`config.mk`:
```
export PLATFORM = sky130hd
export DESIGN_NAME = sorted_priority_queue_flat
export DESIGN_NICKNAME = d
export VERILOG_FILES = /design/src/hdl/spq_pkg.sv /design/src/hdl/spq_ifs.sv /design/src/hdl/spq_datapath.sv /design/src/hdl/spq_ctrl.sv /design/src/hdl/sorted_priority_queue.sv /design/src/flat_wrapper.sv
export SDC_FILE = /design/constraint.sdc
export NUM_CORES = 2
export LEC_CHECK = 0
export ABC_AREA = 1
export BUFFER_PORTS_ARGS = -buffer_cell sky130_fd_sc_hd__buf_4
export CORE_MARGIN = 8
export CORE_UTILIZATION = 58
export CTS_CLUSTER_SIZE = 16
export DETAILED_ROUTE_END_ITERATION = 8
export PLACE_DENSITY = 0.78
export SYNTH_ARGS = -nofsm -noshare
export SYNTH_HDL_FRONTEND = slang
export SYNTH_SLANG_ARGS = --single-unit
```
`constraint.sdc`:
```
create_clock -name clk -period 5.15 [get_ports clk]
set_clock_uncertainty 0.15 [all_clocks]
set_input_delay 0.2575 -clock clk [delete_from_list [all_inputs] [get_ports clk]]
set_output_delay 0.2575 -clock clk [all_outputs]
set_load 0.05 [all_outputs]
```
`src/hdl/spq_pkg.sv`:
```
`default_nettype none

package spq_pkg;

    localparam int DEPTH_DEF         = 16;
    localparam int PAYLOAD_WIDTH_DEF = 32;
    localparam int PRIO_WIDTH_DEF    = 16;

    localparam int CAP_W     = 5;
    localparam int CAP_RESET = 16;
    localparam int CMD_W     = 2;
    localparam int STATUS_W  = 2;

    localparam logic [CMD_W-1:0] CMD_ENQ   = 2'd0;
    localparam logic [CMD_W-1:0] CMD_DEQ   = 2'd1;
    localparam logic [CMD_W-1:0] CMD_PEEK  = 2'd2;
    localparam logic [CMD_W-1:0] CMD_CLEAR = 2'd3;

    localparam logic [STATUS_W-1:0] STATUS_OK    = 2'd0;
    localparam logic [STATUS_W-1:0] STATUS_FULL  = 2'd1;
    localparam logic [STATUS_W-1:0] STATUS_EMPTY = 2'd2;

    typedef enum logic {
        ST_IDLE,
        ST_EXEC
    } state_t;

    typedef struct packed {
        logic                load;
        logic                finish;
        logic                insert;
        logic                remove;
        logic                front;
        logic                clear;
        logic [STATUS_W-1:0] status;
    } ctl_t;

    typedef struct packed {
        logic [CMD_W-1:0] cmd;
        logic             empty;
        logic             full;
    } stat_t;

endpackage

`default_nettype wire

```
`src/hdl/spq_ifs.sv`:
```
`default_nettype none

interface spq_cfg_if;
    logic                      valid;
    logic                      ready;
    logic [spq_pkg::CAP_W-1:0] data;

    modport source (output valid, output data, input ready);
    modport sink (input valid, input data, output ready);
endinterface

interface spq_req_if #(
    parameter int PAYLOAD_WIDTH = spq_pkg::PAYLOAD_WIDTH_DEF,
    parameter int PRIO_WIDTH    = spq_pkg::PRIO_WIDTH_DEF
);
    logic                          valid;
    logic                          ready;
    logic [spq_pkg::CMD_W-1:0]     cmd;
    logic [PAYLOAD_WIDTH-1:0]      payload;
    logic signed [PRIO_WIDTH-1:0]  prio;

    modport source (output valid, output cmd, output payload, output prio, input ready);
    modport sink (input valid, input cmd, input payload, input prio, output ready);
endinterface

interface spq_res_if #(
    parameter int DEPTH         = spq_pkg::DEPTH_DEF,
    parameter int PAYLOAD_WIDTH = spq_pkg::PAYLOAD_WIDTH_DEF,
    parameter int PRIO_WIDTH    = spq_pkg::PRIO_WIDTH_DEF
);
    localparam int CNT_W = $clog2(DEPTH + 1);

    logic                          valid;
    logic                          ready;
    logic [spq_pkg::STATUS_W-1:0]  status;
    logic [PAYLOAD_WIDTH-1:0]      out_payload;
    logic signed [PRIO_WIDTH-1:0]  out_prio;
    logic [CNT_W-1:0]              entry_count;
    logic                          is_full;
    logic                          is_empty;

    modport source (
        output valid, output status, output out_payload, output out_prio,
        output entry_count, output is_full, output is_empty, input ready
    );
    modport sink (
        input valid, input status, input out_payload, input out_prio,
        input entry_count, input is_full, input is_empty, output ready
    );
endinterface

`default_nettype wire

```
`src/hdl/spq_datapath.sv`:
```
`default_nettype none

module spq_datapath #(
    parameter int DEPTH         = spq_pkg::DEPTH_DEF,
    parameter int PAYLOAD_WIDTH = spq_pkg::PAYLOAD_WIDTH_DEF,
    parameter int PRIO_WIDTH    = spq_pkg::PRIO_WIDTH_DEF
) (
    input  wire logic                               clk,
    input  wire logic                               rst_n,
    input  wire logic                               cfg_write,
    input  wire logic [spq_pkg::CAP_W-1:0]          cfg_data,
    input  wire logic [spq_pkg::CMD_W-1:0]          cmd,
    input  wire logic [PAYLOAD_WIDTH-1:0]           payload,
    input  wire logic signed [PRIO_WIDTH-1:0]       prio,
    input  wire spq_pkg::ctl_t                      ctl,
    output spq_pkg::stat_t                          stat,
    output logic [spq_pkg::STATUS_W-1:0]            status,
    output logic [PAYLOAD_WIDTH-1:0]                out_payload,
    output logic signed [PRIO_WIDTH-1:0]            out_prio,
    output logic [$clog2(DEPTH+1)-1:0]              entry_count,
    output logic                                    is_full,
    output logic                                    is_empty
);

    localparam int CNT_W   = $clog2(DEPTH + 1);
    localparam int EW      = (CNT_W > spq_pkg::CAP_W) ? CNT_W : spq_pkg::CAP_W;
    localparam int CAP_DEF = (spq_pkg::CAP_RESET > DEPTH) ? DEPTH : spq_pkg::CAP_RESET;

    logic [spq_pkg::CMD_W-1:0]    cmd_reg;
    logic [PAYLOAD_WIDTH-1:0]     pay_reg;
    logic signed [PRIO_WIDTH-1:0] prio_reg;
    logic [CNT_W-1:0]             count_reg;
    logic [CNT_W-1:0]             count_next;
    logic [CNT_W-1:0]             cap_reg;
    logic [CNT_W-1:0]             cap_next;
    logic [EW-1:0]                cfg_ext;

    logic [PAYLOAD_WIDTH-1:0]     pay_q  [DEPTH];
    logic signed [PRIO_WIDTH-1:0] prio_q [DEPTH];
    logic [DEPTH-1:0]             ge;

    logic [spq_pkg::STATUS_W-1:0] status_reg;
    logic [PAYLOAD_WIDTH-1:0]     out_pay_reg;
    logic signed [PRIO_WIDTH-1:0] out_prio_reg;
    logic [CNT_W-1:0]             out_count_reg;
    logic                         full_reg;
    logic                         empty_reg;

    // capacity clamped on write
    assign cfg_ext = EW'(cfg_data);

    always_comb
    begin
        if (cfg_ext == '0)
        begin
            cap_next = CNT_W'(1);
        end
        else if (cfg_ext > EW'(DEPTH))
        begin
            cap_next = CNT_W'(DEPTH);
        end
        else
        begin
            cap_next = CNT_W'(cfg_ext);
        end
    end

    always_ff @(posedge clk or negedge rst_n)
    begin
        if (!rst_n)
        begin
            cap_reg <= CNT_W'(CAP_DEF);
        end
        else if (cfg_write)
        begin
            cap_reg <= cap_next;
        end
    end

    always_ff @(posedge clk)
    begin
        if (ctl.load)
        begin
            cmd_reg  <= cmd;
            pay_reg  <= payload;
            prio_reg <= prio;
        end
    end

    assign stat.cmd   = cmd_reg;
    assign stat.empty = (count_reg == '0);
    assign stat.full  = (count_reg >= cap_reg);

    // compare-and-shift cells
    generate
        for (genvar i = 0; i < DEPTH; i++)
        begin : g_cell
            assign ge[i] = (CNT_W'(i) < count_reg) && (prio_q[i] >= prio_reg);

            always_ff @(posedge clk)
            begin
                if (ctl.insert && !ge[i])
                begin
                    if (i == 0)
                    begin
                        pay_q[i]  <= pay_reg;
                        prio_q[i] <= prio_reg;
                    end
                    else if (ge[(i == 0) ? 0 : i-1])
                    begin
                        pay_q[i]  <= pay_reg;
                        prio_q[i] <= prio_reg;
                    end
                    else
                    begin
                        pay_q[i]  <= pay_q[(i == 0) ? 0 : i-1];
                        prio_q[i] <= prio_q[(i == 0) ? 0 : i-1];
                    end
                end
                else if (ctl.remove && (i < DEPTH - 1))
                begin
                    pay_q[i]  <= pay_q[(i < DEPTH - 1) ? i+1 : i];
                    prio_q[i] <= prio_q[(i < DEPTH - 1) ? i+1 : i];
                end
            end
        end
    endgenerate

    always_comb
    begin
        count_next = count_reg;
        if (ctl.clear)
        begin
            count_next = '0;
        end
        else if (ctl.insert)
        begin
            count_next = count_reg + CNT_W'(1);
        end
        else if (ctl.remove)
        begin
            count_next = count_reg - CNT_W'(1);
        end
    end

    always_ff @(posedge clk or negedge rst_n)
    begin
        if (!rst_n)
        begin
            count_reg <= '0;
        end
        else if (ctl.finish)
        begin
            count_reg <= count_next;
        end
    end

    always_ff @(posedge clk)
    begin
        if (ctl.finish)
        begin
            status_reg    <= ctl.status;
            out_pay_reg   <= ctl.front ? pay_q[0] : '0;
            out_prio_reg  <= ctl.front ? prio_q[0] : '0;
            out_count_reg <= count_next;
            full_reg      <= (count_next >= cap_reg);
            empty_reg     <= (count_next == '0);
        end
    end

    assign status      = status_reg;
    assign out_payload = out_pay_reg;
    assign out_prio    = out_prio_reg;
    assign entry_count = out_count_reg;
    assign is_full     = full_reg;
    assign is_empty    = empty_reg;

endmodule

`default_nettype wire

```
`src/hdl/spq_ctrl.sv`:
```
`default_nettype none

module spq_ctrl (
    input  wire logic           clk,
    input  wire logic           rst_n,
    input  wire logic           in_valid,
    output logic                in_ready,
    output logic                out_valid,
    input  wire logic           out_ready,
    input  wire spq_pkg::stat_t stat,
    output spq_pkg::ctl_t       ctl
);

    spq_pkg::state_t state_reg;
    spq_pkg::state_t state_next;
    logic            res_valid_reg;
    logic            res_valid_next;

    always_comb
    begin
        state_next = state_reg;
        case (state_reg)
            spq_pkg::ST_IDLE:
            begin
                if (in_valid && in_ready)
                begin
                    state_next = spq_pkg::ST_EXEC;
                end
            end
            spq_pkg::ST_EXEC:
            begin
                state_next = spq_pkg::ST_IDLE;
            end
            default:
            begin
                state_next = spq_pkg::ST_IDLE;
            end
        endcase
    end

    always_comb
    begin
        in_ready = 1'b0;
        ctl      = '0;
        case (state_reg)
            spq_pkg::ST_IDLE:
            begin
                in_ready = !res_valid_reg || out_ready;
                ctl.load = in_valid && in_ready;
            end
            spq_pkg::ST_EXEC:
            begin
                ctl.finish = 1'b1;
                ctl.status = spq_pkg::STATUS_OK;
                case (stat.cmd)
                    spq_pkg::CMD_ENQ:
                    begin
                        if (stat.full)
                        begin
                            ctl.status = spq_pkg::STATUS_FULL;
                        end
                        else
                        begin
                            ctl.insert = 1'b1;
                        end
                    end
                    spq_pkg::CMD_DEQ, spq_pkg::CMD_PEEK:
                    begin
                        if (stat.empty)
                        begin
                            ctl.status = spq_pkg::STATUS_EMPTY;
                        end
                        else
                        begin
                            ctl.front  = 1'b1;
                            ctl.remove = (stat.cmd == spq_pkg::CMD_DEQ);
                        end
                    end
                    spq_pkg::CMD_CLEAR:
                    begin
                        ctl.clear = 1'b1;
                    end
                    default:
                    begin
                        ctl.clear = 1'b0;
                    end
                endcase
            end
            default:
            begin
                in_ready = 1'b0;
            end
        endcase
    end

    always_comb
    begin
        res_valid_next = res_valid_reg;
        if (ctl.finish)
        begin
            res_valid_next = 1'b1;
        end
        else if (out_ready)
        begin
            res_valid_next = 1'b0;
        end
    end

    always_ff @(posedge clk or negedge rst_n)
    begin
        if (!rst_n)
        begin
            state_reg     <= spq_pkg::ST_IDLE;
            res_valid_reg <= 1'b0;
        end
        else
        begin
            state_reg     <= state_next;
            res_valid_reg <= res_valid_next;
        end
    end

    assign out_valid = res_valid_reg;

    a_exec_after_load: assert property (@(posedge clk) disable iff (!rst_n)
        ctl.load |=> (state_reg == spq_pkg::ST_EXEC))
        else $error("load not followed by execute");

    a_finish_slot_free: assert property (@(posedge clk) disable iff (!rst_n)
        ctl.finish |-> !res_valid_reg)
        else $error("result overwritten before taken");

    a_result_held: assert property (@(posedge clk) disable iff (!rst_n)
        (res_valid_reg && !out_ready) |=> res_valid_reg)
        else $error("pending result dropped");

    a_single_update: assert property (@(posedge clk) disable iff (!rst_n)
        $countones({ctl.insert, ctl.remove, ctl.clear}) <= 1)
        else $error("conflicting queue updates");

endmodule

`default_nettype wire

```
`src/hdl/sorted_priority_queue.sv`:
```
// channel  modport  fields                                                      accepted when
// cfg      sink     data (capacity_in_use)                                      valid && ready
// req      sink     cmd, payload, prio                                          valid && ready
// res      source   status, out_payload, out_prio, entry_count, is_full, is_empty  valid && ready
//
// a request is latched in the idle state; in the execute state the compare-and-shift array
// inserts or removes and the result register is loaded, and the next request waits for idle
// a new request is taken while the previous result waits, provided res.ready is high
// on the cycle of acceptance; a stalled result holds off further requests
// reset empties the queue and sets the capacity to 16, or to DEPTH if that is smaller; stored entries are not cleared
// cfg is always ready
`default_nettype none

module sorted_priority_queue #(
    parameter int DEPTH         = spq_pkg::DEPTH_DEF,
    parameter int PAYLOAD_WIDTH = spq_pkg::PAYLOAD_WIDTH_DEF,
    parameter int PRIO_WIDTH    = spq_pkg::PRIO_WIDTH_DEF
) (
    input wire logic   clk,
    input wire logic   rst_n,
    spq_cfg_if.sink    cfg,
    spq_req_if.sink    req,
    spq_res_if.source  res
);

    spq_pkg::ctl_t  ctl;
    spq_pkg::stat_t stat;

    assign cfg.ready = 1'b1;

    spq_ctrl u_ctrl (
        .clk       (clk),
        .rst_n     (rst_n),
        .in_valid  (req.valid),
        .in_ready  (req.ready),
        .out_valid (res.valid),
        .out_ready (res.ready),
        .stat      (stat),
        .ctl       (ctl)
    );

    spq_datapath #(
        .DEPTH         (DEPTH),
        .PAYLOAD_WIDTH (PAYLOAD_WIDTH),
        .PRIO_WIDTH    (PRIO_WIDTH)
    ) u_datapath (
        .clk         (clk),
        .rst_n       (rst_n),
        .cfg_write   (cfg.valid),
        .cfg_data    (cfg.data),
        .cmd         (req.cmd),
        .payload     (req.payload),
        .prio        (req.prio),
        .ctl         (ctl),
        .stat        (stat),
        .status      (res.status),
        .out_payload (res.out_payload),
        .out_prio    (res.out_prio),
        .entry_count (res.entry_count),
        .is_full     (res.is_full),
        .is_empty    (res.is_empty)
    );

endmodule

`default_nettype wire
```
`src/flat_wrapper.sv`:
```
// flat-port wrapper written by rule: the top's interface ports become plain ports
module sorted_priority_queue_flat 
#(
    parameter int DEPTH         = spq_pkg::DEPTH_DEF,
    parameter int PAYLOAD_WIDTH = spq_pkg::PAYLOAD_WIDTH_DEF,
    parameter int PRIO_WIDTH    = spq_pkg::PRIO_WIDTH_DEF
)
  (clk, rst_n, cfg_valid, cfg_data, cfg_ready, req_valid, req_cmd, req_payload, req_prio, req_ready, res_valid, res_status, res_out_payload, res_out_prio, res_entry_count, res_is_full, res_is_empty, res_ready);
  spq_cfg_if cfg_i ();
  spq_req_if #(.PAYLOAD_WIDTH(PAYLOAD_WIDTH), .PRIO_WIDTH(PRIO_WIDTH)) req_i ();
  spq_res_if #(.DEPTH(DEPTH), .PAYLOAD_WIDTH(PAYLOAD_WIDTH), .PRIO_WIDTH(PRIO_WIDTH)) res_i ();
  input wire logic clk;
  input wire logic rst_n;
  input wire logic [$bits(cfg_i.valid)-1:0] cfg_valid;
  input wire logic [$bits(cfg_i.data)-1:0] cfg_data;
  output wire logic [$bits(cfg_i.ready)-1:0] cfg_ready;
  input wire logic [$bits(req_i.valid)-1:0] req_valid;
  input wire logic [$bits(req_i.cmd)-1:0] req_cmd;
  input wire logic [$bits(req_i.payload)-1:0] req_payload;
  input wire logic [$bits(req_i.prio)-1:0] req_prio;
  output wire logic [$bits(req_i.ready)-1:0] req_ready;
  output wire logic [$bits(res_i.valid)-1:0] res_valid;
  output wire logic [$bits(res_i.status)-1:0] res_status;
  output wire logic [$bits(res_i.out_payload)-1:0] res_out_payload;
  output wire logic [$bits(res_i.out_prio)-1:0] res_out_prio;
  output wire logic [$bits(res_i.entry_count)-1:0] res_entry_count;
  output wire logic [$bits(res_i.is_full)-1:0] res_is_full;
  output wire logic [$bits(res_i.is_empty)-1:0] res_is_empty;
  input wire logic [$bits(res_i.ready)-1:0] res_ready;
  assign cfg_i.valid = cfg_valid;
  assign cfg_i.data = cfg_data;
  assign cfg_ready = cfg_i.ready;
  assign req_i.valid = req_valid;
  assign req_i.cmd = req_cmd;
  assign req_i.payload = req_payload;
  assign req_i.prio = req_prio;
  assign req_ready = req_i.ready;
  assign res_valid = res_i.valid;
  assign res_status = res_i.status;
  assign res_out_payload = res_i.out_payload;
  assign res_out_prio = res_i.out_prio;
  assign res_entry_count = res_i.entry_count;
  assign res_is_full = res_i.is_full;
  assign res_is_empty = res_i.is_empty;
  assign res_i.ready = res_ready;
  sorted_priority_queue #(.DEPTH(DEPTH), .PAYLOAD_WIDTH(PAYLOAD_WIDTH), .PRIO_WIDTH(PRIO_WIDTH)) u_core (.clk(clk), .rst_n(rst_n), .cfg(cfg_i), .req(req_i), .res(res_i));
endmodule
```
======== Yosys cells after proc, flatten, opt, wreduce, memory -nomap -nowiden ========
Memories as Yosys holds them, arrays and structs flattened.
Index checks and enable logic that the tools add are counted.
cells by class
  equality and inequality tests ........... 3
  bitwise logic cells ..................... 61
  reductions and logical operators ........ 58
  $add $sub $neg .......................... 2
  mux-type cells .......................... 203
  $lt $le $gt $ge ......................... 35
operators with widths
  operator               count
  $mux W32               30
  $mux W16               30
  $ge A16 B16 Y1         16
  $mux W1                132
  $or A1 B1 Y1           60
  $lt A4 B5 Y1 const A   8
  $logic_and A1 B1 Y1    34
  $mux W5                5
  $lt A3 B5 Y1 const A   4
  $logic_not A1 Y1       17
  $logic_not A5 Y1       3
  $ge A5 B5 Y1           2
  $lt A1 B5 Y1 const A   2
  $lt A2 B5 Y1 const A   2
  $mux W7                1
  $mux W2                3
  $add A5 B1 Y5 const B  1
  $gt A5 B5 Y1 const B   1
  $sub A5 B1 Y5 const B  1
  $eq A2 B2 Y1 const B   2
  $pmux W2 S2            1
  $eq A2 B1 Y1 const B   1
  $logic_not A2 Y1       1
  $pmux W1 S2            1
  other kinds (4)        4
storage, ports and cells
  output and inout bits ................... 60
  memories kept ........................... 2
  memory bits (writable) .................. 768
  logic and storage cells ................. 377
  flip-flop bits (word level) ............. 119
memory list
  name                      words  width  read ports  clocked after Yosys merged registers in  wr ports  RTL line            source
  u_core.u_datapath.pay_q   16     32     16          0                                        16        spq_datapath.sv:38  logic [PAYLOAD_WIDTH-1:0] pay_q [DEPTH];
  u_core.u_datapath.prio_q  16     16     16          0                                        16        spq_datapath.sv:39  logic signed [PRIO_WIDTH-1:0] prio_q [DEPTH];

======== Logic depth before layout (Yosys ltp) ========
  depth after elaboration ................. 9
  gate-level depth with buffers ........... 21
  gate-level depth less buffers ........... 19

======== Cells and area by module ========
From an unflattened synthesis, not the netlist that was laid out.
second synthesis, totals
  cell total of the unflattened synthesis .. 5,867
  area total of the unflattened synthesis .. 51,763.4 µm²
by module, submodules not included
  module                 times used  seq. area each (µm²)  cells an instance  area each (µm²)
  spq_datapath           1           26,526.7              5,836              51,553.2
  spq_ctrl               1           50.0                  29                 198.9
  sorted_priority_queue  1           0.0                   2                  11.3

======== Worst setup path before layout ========
No wires, ideal clock.
  path kind ............................... register to register
  start ................................... register u_core.u_ctrl.state_reg
  end ..................................... memory u_core.u_datapath.pay_q[1][224] (netlist bit) (enable)
  cell stages (with the launch flop) ...... 7
  period minus slack after synthesis ...... 5.408 ns
  buffers on the path ..................... 2
  library setup time ...................... 0.470 ns
  data required time ...................... 4.530 ns
  setup slack ............................. -0.258 ns
  arrival ................................. 4.788 ns
  path through ............................ dfrtp_1 nand2_1 nor2_2 buf_6 buf_4 inv_2 a21oi_1
RTL lines
  element                 RTL line            source
  from (decl)             spq_ctrl.sv:14      spq_pkg::state_t state_reg;
  from (signal assigned)  spq_ctrl.sv:113     state_reg <= spq_pkg::ST_IDLE;
  from (signal assigned)  spq_ctrl.sv:118     state_reg <= state_next;
  to (decl)               spq_datapath.sv:38

==> flow_summary.yaml <==
cells_and_area:
  layout-drive-gt1-share: 0.0827
  largest_reg_flops: 512
  top_register: "u_core.u_datapath.pay_q"
  final_util: 0.634
  antennaDiodeCount: 0
  nNetsFinal: 6146
  final.fill_count: 7424
  syn_to_final_growth_pct: 8.71
  fin_area_um2: 57000
  largestRegisters: "u_core.u_datapath.pay_q x512, u_core.u_datapath.prio_q x256"
pwr:
  seqPwrFrac: 0.454
  power_frac_comb: 0.223
  p_leak_nw: 23.7
  p_int_mw: 14.3
  ir_drop_mv: 0.302
  p_per_area_nw_per_um2: 374
  netSwitchingPower_mw: 7.03
  p_clk_frac: 0.323
  swShare: 0.329
sta:
  worst_slew_pin_slew_ns: 1.10
  relSlewSlack: 0.259
  setup_slack_ns: 0.799
  fin_setup_tns_ns: 0
  setup_viol: 0
  period_needed_ns: 4.35
  hold_viol: 0
  period_share: 0.845
  slew_viol_final: 0
  rsz0062_at_grt: "no"
  clock.fmax_mhz: 230
status:
  outcome: "complete, no violations"
detailed_routing:
  avgRoutedWirePerCell_um: 21.3
  viasPerCell: 6.49
  drc: 0
  first_pass_iters: 6
  drtAntennaViolNets: 0
  drtIter0Drc: 6215
  via_count: 45875
  routed_wl_mm: 150
worst_setup_path:
  startpoint_type: "register"
  timing.rr.start: "u_core.u_datapath.prio_reg[7]"
  cp_max_fo: 49
  crit_end: "u_core.u_datapath.pay_q[0][49]"
  reg2reg_slack_ns: 0.80
  path_class: "reg2reg"
  end_kind: "register"
  startpoint: "u_core.u_datapath.prio_reg[7]"
  required_ns: 5.42
  r2r_cells: 16
  arrival_ns: 4.62
  r2r-end: "u_core.u_datapath.pay_q[0][49]"
die:
  die_height_um: 317
  die_w_um: 317
  rows: 110
  coreArea_um2: 89900
  io_pins: 120
  start_util: 0.583
  dieArea_um2: 100000
synth:
  synth_top_family_by_area: "simple AND/OR/NAND/NOR gates"
  synth-adder-area-share: 0.0654
  ys_warn_count: 0
  synth.distinct_cells: 40
  synthTopCellsByArea: "edfxtp_1, nand3_1, nand2_1"
  syn_inst: 5929
  synthSimpleGateAreaFrac: 0.327
  synth.top_cell.area_share: 0.501
  yosysSeqAreaShare: 0.507
  muxShareOfSynthArea: 0
  syn_area_um2: 52400
  synth_nets: 6263
  ys_seq_elements: 887
  synth_compound_area_frac: 0.0177
  syn_avg_cell_area_um2: 8.84
  synth_top_cell_by_area: "edfxtp_1"
  synthXorXnorAreaFrac: 0.000835
global_routing:
  grt_first_pass_wirelength_mm: 239
  grt_max_degree: 118
  overflow: 0
  antenna_found_initial: 0
  grt_pass1_vias: 45195
  grtUsageTotal: 0.292
clock_tree:
  cts_buffers: 96
  cts-htree-levels: 3
  cts_tree: "yes"
  postCtsSetupRepairBufs: 0
  cts_sinks: 887
  worst_skew_pair.late_latency_ns: 0.68
  cts_resized: 0
  cts-root-buf: "clkbuf_16"
  path_clk_slew_ns: 0.06
  hold_buffers: 66
  clk_path_buf_depth: 3
worst_hold_path:
  hold_class: "in2reg"
  hp-start: "req_payload[25]"
  holdPathStages: 2
job:
  max-cap-violations: 0
place:
  place_congestion: 0.910
  postPlaceCellArea_um2: 53300
  numPortBuffers: 118
  preCtsSetupSlack_ns: 0.922
  hpwlAfterDp_mm: 103
-- power groups by stage --
| stage | Clock, mW | Sequential, mW | Combinational, mW |
|---|---|---|---|
| 2_1_floorplan | 0 | 9.65 | 3.34 |
| 3_3_place_gp | 0 | 9.81 | 4.42 |
| 6_report | 6.89 | 9.69 | 4.77 |
| 5_1_grt | 7.19 | 9.73 | 5.25 |
| 4_1_cts | 6.93 | 9.67 | 4.70 |
| 3_5_place_dp | 0 | 9.80 | 4.63 |
-- synthesized netlist by cell type --
| library cell | n |
|---|---|
| xnor2_1 | 2 |
| nand3_4 | 2 |
| nand2_4 | 9 |
| ha_1 | 274 |
| o21a_1 | 2 |
| o21ai_1 | 6 |
| buf_2 | 197 |
| nand4_1 | 191 |
| o22ai_1 | 3 |
| clkbuf_1 | 135 |
| xor2_1 | 3 |
| nand2_1 | 1222 |
| nor2_2 | 9 |
| nor3_1 | 1 |
| nand3_1 | 2066 |
| edfxtp_1 | 875 |
| inv_2 | 14 |
| dfrtp_1 | 11 |
| a21boi_1 | 1 |
| nor3b_1 | 1 |
| conb_1 | 1 |
| a21boi_0 | 6 |
| nor2_4 | 1 |
| buf_1 | 66 |
| a21oi_1 | 99 |
| o21ai_0 | 35 |
| o21bai_1 | 14 |
| inv_4 | 2 |
| buf_4 | 98 |
| nand3b_1 | 3 |
| a31oi_1 | 1 |
| buf_6 | 29 |
| and3_1 | 2 |
| a21o_1 | 3 |
| o211ai_1 | 1 |
| nand3_2 | 17 |
| nand2_2 | 28 |
| dfstp_2 | 1 |
| nor2_1 | 115 |
| inv_1 | 383 |
-- worst min path at each step --
stage	endpoint	slack [ns]
CTS	u_core.u_datapath.pay_reg[12]	0.12
detailed placement	u_core.u_ctrl.out_valid	-0.03
global placement	u_core.u_ctrl.out_valid	-0.04
floorplan	u_core.u_ctrl.out_valid	-0.19
finish	u_core.u_datapath.pay_reg[25]	0.15
global route	u_core.u_datapath.pay_reg[8]	0.13
-- final cells by class --
type	count	area [µm²]	area share
clock buffers	115	2520	0.0443
clock inverters	59	512	0.00898
multi-input cells	4118	21600	0.379
well taps	1176	1470	0.0258
flip-flops and latches	887	26600	0.466
inverters	399	1520	0.0266
repair buffers	310	2780	0.0488
-- metrics by stage --
step	std cells	total power, mW	hold WS [ns]
3_5_place_dp	6824	14.4	-0.0316
4_1_cts	7064	21.3	0.122
5_1_grt	7064	22.2	0.131
2_1_floorplan	5929	13.0	-0.188
3_3_place_gp	6824	14.2	-0.0439
6_report	7064	21.3	0.150
-- per-layer routing --
metal	GRT usage	wire, µm
met3	0.0360	12400
met5	0	0
met1	0.383	58300
met2	0.485	72500
met4	0.132	7270
-- cell usage in the layout (no fill, tap or decap), drive strengths merged, types with 2 or more instances in the layout --
cell type       n
nand3        2085
nand2        1259
edfxtp        875
inv           402
ha            274
buf           244
nand4         191
nor2          125
clkbuf        115
a21oi          99
dlygate4sd3    66
clkinv         46
o21ai          41
o21bai         14
dfrtp          11
bufinv          7
a21boi          7
a21o            3
xor2            3
nand3b          3
o22ai           3
clkinvlp        3
xnor2           2
and3            2
o21a            2
-- cell families after synthesis --
| kind of cell | after synthesis |
|---|---|
| simple gates | 3667 |
| buf+inv | 924 |
| fa+ha+maj | 274 |
| flops | 887 |
| other cells | 1 |
| compound gates | 171 |
| xor+xnor | 5 |
-- worst max-delay path, stage by stage, from the launching register on --
cell	delay, ns
edfxtp_1	0.84
inv_1	0.50
buf_4	0.32
ha_1	0.31
a21oi_1	0.15
o21a_1	0.13
nand2_1	0.05
nand2_1	0.06
nand2_1	0.05
nand2_1	0.05
nand3_1	0.13
nand2_1	0.12
buf_4	0.53
nand3_2	0.14
buf_4	0.30
nand3_1	0.12
nand3_1	0.09
No activity file was read; power rests on OpenSTA's default activity.
